**src/hdl/ftt_pkg.sv**
```systemverilog
// Package for the frame timer table: types, codes and shared constants.
`default_nettype none

package ftt_pkg;

  // Default table depth
  localparam int MAX_TIMERS = 30;

  // Command codes of an input request
  localparam logic [2:0] OP_ADD_ONCE   = 3'd0;
  localparam logic [2:0] OP_ADD_REPEAT = 3'd1;
  localparam logic [2:0] OP_KILL       = 3'd2;
  localparam logic [2:0] OP_CLEAR      = 3'd3;
  localparam logic [2:0] OP_TICK       = 3'd4;

  // Result kinds
  typedef enum logic [1:0] {
    KIND_OK    = 2'd0,
    KIND_FULL  = 2'd1,
    KIND_FIRED = 2'd2,
    KIND_DONE  = 2'd3
  } ftt_kind_t;

  // Input request payload
  typedef struct packed {
    logic [2:0]  cmd;
    logic [15:0] prog_id;
    logic [15:0] frames;
  } ftt_in_t;

  // Result payload
  typedef struct packed {
    ftt_kind_t   kind;
    logic [15:0] fired_id;
    logic        last;
  } ftt_out_t;

  // One table entry as stored in memory
  typedef struct packed {
    logic [15:0] id;
    logic [15:0] count;
    logic [15:0] reload;
    logic        dead;
  } ftt_entry_t;

  // Controller states
  typedef enum logic [1:0] {
    S_IDLE,
    S_DEC,
    S_EVAL,
    S_FIN
  } ftt_state_t;

  // Controller to datapath commands
  typedef struct packed {
    logic take_in;    // latch the input request
    logic walk_init;  // restart the table walk at entry zero
    logic walk_step;  // retire the current entry, advance
    logic emit_fire;  // load a fired result into the output register
    logic finish;     // apply end-of-command update, load final result
  } ftt_ctl_t;

  // Datapath to controller status
  typedef struct packed {
    logic op_walk;    // latched command walks the table
    logic walk_empty; // table holds no entries
    logic walk_last;  // current entry is the last one
    logic fire;       // current entry fires on this tick
    logic slot_free;  // output register can take a result this cycle
  } ftt_sts_t;

endpackage

`default_nettype wire

```
**src/hdl/ftt_ctrl.sv**
```systemverilog
// Controller state machine for the frame timer table.
`default_nettype none

module ftt_ctrl (
  input  wire logic              clk,
  input  wire logic              rst_n,
  input  wire logic              in_valid,
  output logic                   in_ready,
  input  wire ftt_pkg::ftt_sts_t sts,
  output ftt_pkg::ftt_ctl_t      ctl
);

  ftt_pkg::ftt_state_t state_r, state_nxt;

  // State register
  always_ff @(posedge clk) begin
    if (!rst_n) begin
      state_r <= ftt_pkg::S_IDLE;
    end else begin
      state_r <= state_nxt;
    end
  end

  // Next state and commands
  always_comb begin
    state_nxt = state_r;
    ctl       = '0;
    in_ready  = 1'b0;
    unique case (state_r)
      ftt_pkg::S_IDLE: begin
        in_ready = 1'b1;
        if (in_valid) begin
          ctl.take_in = 1'b1;
          state_nxt   = ftt_pkg::S_DEC;
        end
      end
      ftt_pkg::S_DEC: begin
        // restart the walk even on an empty table so the keep count is zero
        ctl.walk_init = sts.op_walk;
        if (sts.op_walk && !sts.walk_empty) begin
          state_nxt = ftt_pkg::S_EVAL;
        end else begin
          state_nxt = ftt_pkg::S_FIN;
        end
      end
      ftt_pkg::S_EVAL: begin
        // a firing entry waits for room in the output register
        if (!sts.fire || sts.slot_free) begin
          ctl.walk_step = 1'b1;
          ctl.emit_fire = sts.fire;
          if (sts.walk_last) begin
            state_nxt = ftt_pkg::S_FIN;
          end
        end
      end
      ftt_pkg::S_FIN: begin
        if (sts.slot_free) begin
          ctl.finish = 1'b1;
          state_nxt  = ftt_pkg::S_IDLE;
        end
      end
      default: begin
        state_nxt = ftt_pkg::S_IDLE;
      end
    endcase
  end

endmodule

`default_nettype wire

```
**src/hdl/ftt_dp.sv**
```systemverilog
// Datapath for the frame timer table: entry memory, walk counters, result register.
`default_nettype none

module ftt_dp #(
  parameter int MAX_TIMERS = ftt_pkg::MAX_TIMERS
) (
  input  wire logic              clk,
  input  wire logic              rst_n,
  input  wire ftt_pkg::ftt_in_t  in_data,
  input  wire ftt_pkg::ftt_ctl_t ctl,
  output ftt_pkg::ftt_sts_t      sts,
  output logic                   out_valid,
  input  wire logic              out_ready,
  output ftt_pkg::ftt_out_t      out_data
);

  localparam int AW = (MAX_TIMERS > 1) ? $clog2(MAX_TIMERS) : 1;
  localparam int CW = $clog2(MAX_TIMERS + 1);
  localparam logic [CW-1:0] FULL_CNT = CW'(MAX_TIMERS);

  // Entry memory
  ftt_pkg::ftt_entry_t mem [MAX_TIMERS];

  ftt_pkg::ftt_in_t    in_r;
  ftt_pkg::ftt_entry_t rd_data_r;
  logic [CW-1:0]       used_r, used_nxt;
  logic [CW-1:0]       idx_r, idx_nxt;
  logic [CW-1:0]       keep_r, keep_nxt;
  logic                out_valid_r, out_valid_nxt;
  ftt_pkg::ftt_out_t   out_data_r, out_data_nxt;

  logic [CW-1:0]       idx_inc;
  logic [CW-1:0]       rd_idx;
  logic                is_tick, is_kill, is_repeat;
  logic                fires;
  logic                we;
  logic [AW-1:0]       wr_addr;
  ftt_pkg::ftt_entry_t wr_data;

  // Decode and status
  assign is_tick   = (in_r.cmd == ftt_pkg::OP_TICK);
  assign is_kill   = (in_r.cmd == ftt_pkg::OP_KILL);
  assign is_repeat = (in_r.cmd == ftt_pkg::OP_ADD_REPEAT);
  assign idx_inc   = idx_r + CW'(1);
  assign fires     = is_tick && !rd_data_r.dead && (rd_data_r.count <= 16'd1);

  assign sts.op_walk    = is_tick || is_kill;
  assign sts.walk_empty = (used_r == '0);
  assign sts.walk_last  = (idx_inc == used_r);
  assign sts.fire       = fires;
  assign sts.slot_free  = !out_valid_r || out_ready;

  // Read one entry ahead so the walk retires one entry per cycle unless a firing entry waits for the output register
  assign rd_idx = ctl.walk_init ? '0 : (ctl.walk_step ? idx_inc : idx_r);

  // Entry updates, counters and result loading
  always_comb begin
    we            = 1'b0;
    wr_addr       = keep_r[AW-1:0];
    wr_data       = rd_data_r;
    used_nxt      = used_r;
    idx_nxt       = idx_r;
    keep_nxt      = keep_r;
    out_valid_nxt = out_valid_r;
    out_data_nxt  = out_data_r;

    if (out_ready) begin
      out_valid_nxt = 1'b0;
    end

    if (ctl.walk_init) begin
      idx_nxt  = '0;
      keep_nxt = '0;
    end

    if (ctl.walk_step) begin
      idx_nxt = idx_inc;
      if (is_kill) begin
        // mark matching entries dead in place
        we           = 1'b1;
        wr_addr      = idx_r[AW-1:0];
        wr_data.dead = rd_data_r.dead || (rd_data_r.id == in_r.prog_id);
      end else if (is_tick && !rd_data_r.dead) begin
        // survivors are compacted down to the keep position
        wr_data.dead = 1'b0;
        if (fires) begin
          if (rd_data_r.reload != 16'd0) begin
            we            = 1'b1;
            wr_data.count = rd_data_r.reload;
            keep_nxt      = keep_r + CW'(1);
          end
        end else begin
          we            = 1'b1;
          wr_data.count = rd_data_r.count - 16'd1;
          keep_nxt      = keep_r + CW'(1);
        end
      end
    end

    if (ctl.emit_fire) begin
      out_valid_nxt         = 1'b1;
      out_data_nxt.kind     = ftt_pkg::KIND_FIRED;
      out_data_nxt.fired_id = rd_data_r.id;
      out_data_nxt.last     = 1'b0;
    end

    if (ctl.finish) begin
      out_valid_nxt         = 1'b1;
      out_data_nxt.kind     = ftt_pkg::KIND_OK;
      out_data_nxt.fired_id = 16'd0;
      out_data_nxt.last     = 1'b1;
      unique case (in_r.cmd)
        ftt_pkg::OP_ADD_ONCE, ftt_pkg::OP_ADD_REPEAT: begin
          if (used_r < FULL_CNT) begin
            we             = 1'b1;
            wr_addr        = used_r[AW-1:0];
            wr_data.id     = in_r.prog_id;
            wr_data.count  = in_r.frames;
            wr_data.reload = is_repeat ? in_r.frames : 16'd0;
            wr_data.dead   = 1'b0;
            used_nxt       = used_r + CW'(1);
          end else begin
            out_data_nxt.kind = ftt_pkg::KIND_FULL;
          end
        end
        ftt_pkg::OP_CLEAR: begin
          used_nxt = '0;
        end
        ftt_pkg::OP_TICK: begin
          used_nxt          = keep_r;
          out_data_nxt.kind = ftt_pkg::KIND_DONE;
        end
        default: begin
        end
      endcase
    end
  end

  // Memory write port and registered read port
  always_ff @(posedge clk) begin
    if (we) begin
      mem[wr_addr] <= wr_data;
    end
    rd_data_r <= mem[rd_idx[AW-1:0]];
  end

  // Control registers
  always_ff @(posedge clk) begin
    if (!rst_n) begin
      used_r      <= '0;
      idx_r       <= '0;
      keep_r      <= '0;
      out_valid_r <= 1'b0;
    end else begin
      used_r      <= used_nxt;
      idx_r       <= idx_nxt;
      keep_r      <= keep_nxt;
      out_valid_r <= out_valid_nxt;
    end
  end

  // Payload registers
  always_ff @(posedge clk) begin
    if (ctl.take_in) begin
      in_r <= in_data;
    end
    out_data_r <= out_data_nxt;
  end

  assign out_valid = out_valid_r;
  assign out_data  = out_data_r;

endmodule

`default_nettype wire

```
**src/hdl/frame_timer_table.sv**
```systemverilog
// Top level of the frame timer table: controller plus datapath.
//
// Input channel in_valid/in_ready/in_data carries one command request:
// add one-shot, add repeating, kill by id, clear all, or tick. Result
// channel out_valid/out_ready/out_data returns the results of each request
// in order; the final result of a request has last set. Add, kill, clear
// and unknown commands give one result; a tick gives one fired result per
// expiring timer in table order, then a tick-done result.
// Timing: one request is handled at a time. Add, clear and unknown
// commands pass through the decode and finish states before the request
// port is ready again; kill and tick also walk every entry in the table
// through the single read port of the entry memory, which visits one entry
// per cycle unless a firing entry waits for room in the output register.
// A short command's result is loaded into the output register in the finish state.
// A result waiting in the output register does not block acceptance of the
// next request; when the receiver stalls, the walk pauses at the next entry
// that must emit a result until the output register drains.
// Reset empties the table and drops any pending result; the entry memory
// itself is not cleared, as only entries below the fill count are read.
`default_nettype none

module frame_timer_table #(
  parameter int MAX_TIMERS = ftt_pkg::MAX_TIMERS
) (
  input  wire logic             clk,
  input  wire logic             rst_n,
  input  wire logic             in_valid,
  output logic                  in_ready,
  input  wire ftt_pkg::ftt_in_t in_data,
  output logic                  out_valid,
  input  wire logic             out_ready,
  output ftt_pkg::ftt_out_t     out_data
);

  ftt_pkg::ftt_ctl_t ctl;
  ftt_pkg::ftt_sts_t sts;

  // Sequencer
  ftt_ctrl u_ctrl (
    .clk      (clk),
    .rst_n    (rst_n),
    .in_valid (in_valid),
    .in_ready (in_ready),
    .sts      (sts),
    .ctl      (ctl)
  );

  // Table storage and result register
  ftt_dp #(
    .MAX_TIMERS (MAX_TIMERS)
  ) u_dp (
    .clk       (clk),
    .rst_n     (rst_n),
    .in_data   (in_data),
    .ctl       (ctl),
    .sts       (sts),
    .out_valid (out_valid),
    .out_ready (out_ready),
    .out_data  (out_data)
  );

endmodule

`default_nettype wire

```
**config.mk**
```make
export PLATFORM = sky130hd
export DESIGN_NAME = frame_timer_table
export DESIGN_NICKNAME = d
export VERILOG_FILES = /design/src/hdl/ftt_pkg.sv /design/src/hdl/ftt_ctrl.sv /design/src/hdl/ftt_dp.sv /design/src/hdl/frame_timer_table.sv
export SDC_FILE = /design/constraint.sdc
export NUM_CORES = 2
export LEC_CHECK = 0
export BUFFER_PORTS_ARGS = -buffer_cell sky130_fd_sc_hd__buf_2
export CORE_UTILIZATION = 30
export CTS_BUF_LIST = sky130_fd_sc_hd__clkbuf_8
export DETAILED_ROUTE_END_ITERATION = 7
export PLACE_DENSITY = 0.46
export SLEW_MARGIN = 20
export SYNTH_ARGS = -nofsm -noshare
export SYNTH_HDL_FRONTEND = slang
export SYNTH_HIERARCHICAL = 1
export SYNTH_SLANG_ARGS = --single-unit
```
**constraint.sdc**
```tcl
create_clock -name clk -period 10.05 [get_ports clk]
set_clock_uncertainty 0.1 [all_clocks]
set_input_delay 1.005 -clock clk [delete_from_list [all_inputs] [get_ports clk]]
set_output_delay 1.005 -clock clk [all_outputs]
set_load 0.02 [all_outputs]
```
==> results_dict.tcl <==
set metrics [dict create \
    clock.fmax_mhz 151 \
    crit_chain "or4_4, or4_1, nor3_2, buf_4, a21oi_2, buf_4, ha_4, inv_4, buf_4, buf_4, nand2_2, buf_4, a2bb2oi_1, o22ai_1, o21ai_0, a32o_1" \
    synthArstFlopShare_pct 0 \
    die_h_um 459 \
    insertion_delay_ns 1.04 \
    die_w_um 459 \
    fin_crit_sh_pct 65.9 \
    drive_above_1_share_pct 16.9 \
    crit_top_cell "buf_4" \
    synthCells 4056 \
    yosysSeqAreaShare_pct 74.8 \
    worstPathRequired_ns 10.82 \
    antenna_found_initial 8 \
    vias 38600 \
    synthTopCellsByArea "edfxtp_1 72%, mux4_2 3.4%, nand2_1 3.4%" \
    nFillCells 19900 \
    setup_slack_ns 3.43 \
    setup_viol 0 \
    firstDrtPassIters 6 \
    cp-start-kind "flip-flop" \
    regArea_um2 46900 \
    gp_congestion 0.853 \
    p_leak_nw 23.9 \
    ys.flop_type "edfxtp_1" \
    yosys.area.top_type "edfxtp_1" \
    grt_usage_pct 20.2 \
    cap_violations 0 \
    drt-initial-drc-count 3739 \
    syn_nets 4106 \
    hold_slack_ns 0.0994 \
    outcome "completed" \
    fin_crit_ns 6.62 \
    synth_area_um2 62800 \
    grt_first_pass_wirelength_um 300000 \
    max_stage_delay_ns 0.60 \
    synth-edff-count 1507 \
    critPathCaptureType "flip-flop" \
    slowest_stage "or4_1" \
    hold_class "input pin to flip-flop" \
    synth_top_area_share_pct 72.1 \
    slew_viol_final 0 \
    area_growth_pct 15.0 \
    clockBufferDepth 4 \
    yosysWarnings 6 \
    cts_inserted_buffers 281 \
    drcViolationCount 0 \
    grt_pass1_vias 37900 \
    die_area_um2 211000 \
    grt_start_max_net_pins 109 \
    coreArea_um2 207000 \
    port_buffers 59 \
    cp.arrival_ns 7.39 \
    multi_input_area_um2 15200 \
    cts_resized 0 \
    vias_per_cell 5.31 \
    power_density_nw_per_um2 249 \
    finalHoldViolCount 0 \
    grt_overflow 0 \
    place_hpwl_um 126000 \
    clock-sinks 1591 \
    ant_nets 0 \
    rows 167 \
    irDropWorstVdd_v 0.000176 \
    cts_tree "built" \
    utilization_pct 34.8 \
    place_ws_ns 3.18 \
    synth-seq-cells 1591 \
    worstPathMaxFanout 30 \
    htreeDepth 5 \
    wirelength_um 216000 \
    nNetsFinal 4332 \
    ctsRootBufferMaster "clkbuf_8" \
    io_pins 60 \
    tightest_slew_ns 1.16 \
    clkTransAtPathRegs_ns 0.06 \
    rsz0062_at_grt "false" \
    slew_headroom_pct 22.4 \
    finalSetupTns_ns 0 \
    initial_core_util_pct 30.2 \
    path_class "flip-flop to flip-flop" \
    wl_per_cell_um 29.8 \
    syn_area_per_cell_um2 15.5 \
    synth.distinct_cells 82 \
]
==> layout make-up <==
type                            count  area share, %
Antenna cell                        3         0.0104
Clock buffer                      303           5.78
Clock inverter                    166          0.948
Inverter                           15         0.0815
Multi-Input combinational cell   2179           21.0
Sequential cell                  1591           65.0
Tap cell                         2788           4.83
Timing Repair Buffer              214           2.29
==> final timing paths <==
path | startpoint | end | slack [ns] | depth (start not counted)
hold / removal | in_data[26] | u_dp/in_r[26]$_DFFE_PP_ | 0.1 | 1
hold reg to reg | u_dp/out_data[0]$_SDFFE_PP1P_ | u_dp/out_data[0]$_SDFFE_PP1P_ | 0.36 | 1
setup / recovery | u_dp/rd_data_r[28]$_DFF_P_ | u_dp/rd_data_r[31]$_DFF_P_ | 3.43 | 16
setup reg to reg | u_dp/rd_data_r[28]$_DFF_P_ | u_dp/rd_data_r[31]$_DFF_P_ | 3.43 | 16
==> worst max-delay path, delay by kind of cell (launching register included) <==
family / cells / cell delay (ns)
fa+ha+maj: 1 / 0.41
buf+inv: 6 / 2.36
flops: 1 / 0.35
compound gates: 5 / 1.16
simple gates: 4 / 1.97
==> power by group <==
part	total (mW)	internal [mW]	switching, mW
combinational	3.91	1.06	2.84
clock	5.38	2.77	2.61
sequential	8.66	8.32	0.332
==> state kept, by name, indices dropped and copies added (netlist names) <==
| signal | flops |
|---|---|
| u_dp/mem | 1470 |
| u_dp/rd_data_r | 49 |
| u_dp/in_r | 35 |
| u_dp/out_data | 19 |
| u_dp/idx_r | 5 |
| u_dp/keep_r | 5 |
| u_dp/used_r | 5 |
| u_ctrl/state_r | 2 |
| u_dp/out_valid | 1 |
==> placed cells by master (no fill, tap or decap), types with 13 or more instances in the layout <==
cell type,netlist,final
a32o_1,27,27
mux2i_1,138,135
mux4_2,96,96
and3_1,52,52
a21oi_1,177,172
a311oi_1,15,15
clkinv_1,1,45
a2bb2oi_1,37,37
a31oi_1,98,97
buf_2,69,59
xnor2_1,21,21
o22ai_1,103,103
dfxtp_1,84,84
o221ai_1,34,33
a22oi_1,28,28
dlygate4sd3_1,0,26
edfxtp_1,1507,1507
nand3_1,119,118
nand2_1,571,557
nor2_4,0,32
nand2_2,0,13
nor2_1,133,101
mux2_2,49,47
o22a_1,13,13
a221o_1,14,14
nand2b_1,16,15
nor2b_1,14,14
a211oi_1,21,21
clkbuf_8,0,303
inv_1,14,116
o211ai_1,33,33
nand4_1,16,16
a221oi_1,19,19
o21ai_0,109,108
nor3_1,37,31
buf_4,2,119
==> through the flow <==
| stage | std cells | power (mW) | cell area, um^2 |
|---|---|---|---|
| after global routing | 7258 | 18.6 | 72200 |
| after floorplan | 4056 | 10.8 | 62800 |
| after CTS | 7253 | 18.1 | 72100 |
| final | 7259 | 17.9 | 72200 |
| after detailed placement | 6758 | 12.7 | 67000 |
| after global placement | 6756 | 12.7 | 66900 |
==> layer usage <==
layer,global-route usage [%],wire length (um)
met5,0,0
met4,8.38,8890
met2,31.8,99700
met1,27.3,92500
met3,3.93,15100
==> logic make-up (layout without fill, tap and decap cells) <==
logic type	count (synthesis)	count (layout)	synth area share, %
mux	285	285	6.56
fa+ha+maj	11	11	0.219
compound gates	838	838	9.03
other cells	0	3	0
buf+inv	286	698	1.87
xor+xnor	26	26	0.363
simple gates	1019	1019	7.16
flops	1591	1591	74.8
==> Yosys cell counts, drive strengths merged, types with 28 or more instances <==
cell type	instances
mux4	96
a22oi	28
mux2i	138
buf	111
dfxtp	84
and3	53
a31oi	98
edfxtp	1507
o211ai	33
a21oi	178
o22ai	104
mux2	51
a2bb2oi	37
o21ai	121
nor2	133
nand2	571
o221ai	34
nand3	120
nor3	39
clkbuf	160
==> timing repair <==
item | CTS | global route
endpoints found under the hold margin | 26 | 0
buffers inserted | 0 | 0
hold buffers | 26 | 0
(Power assumes the default switching activity.)
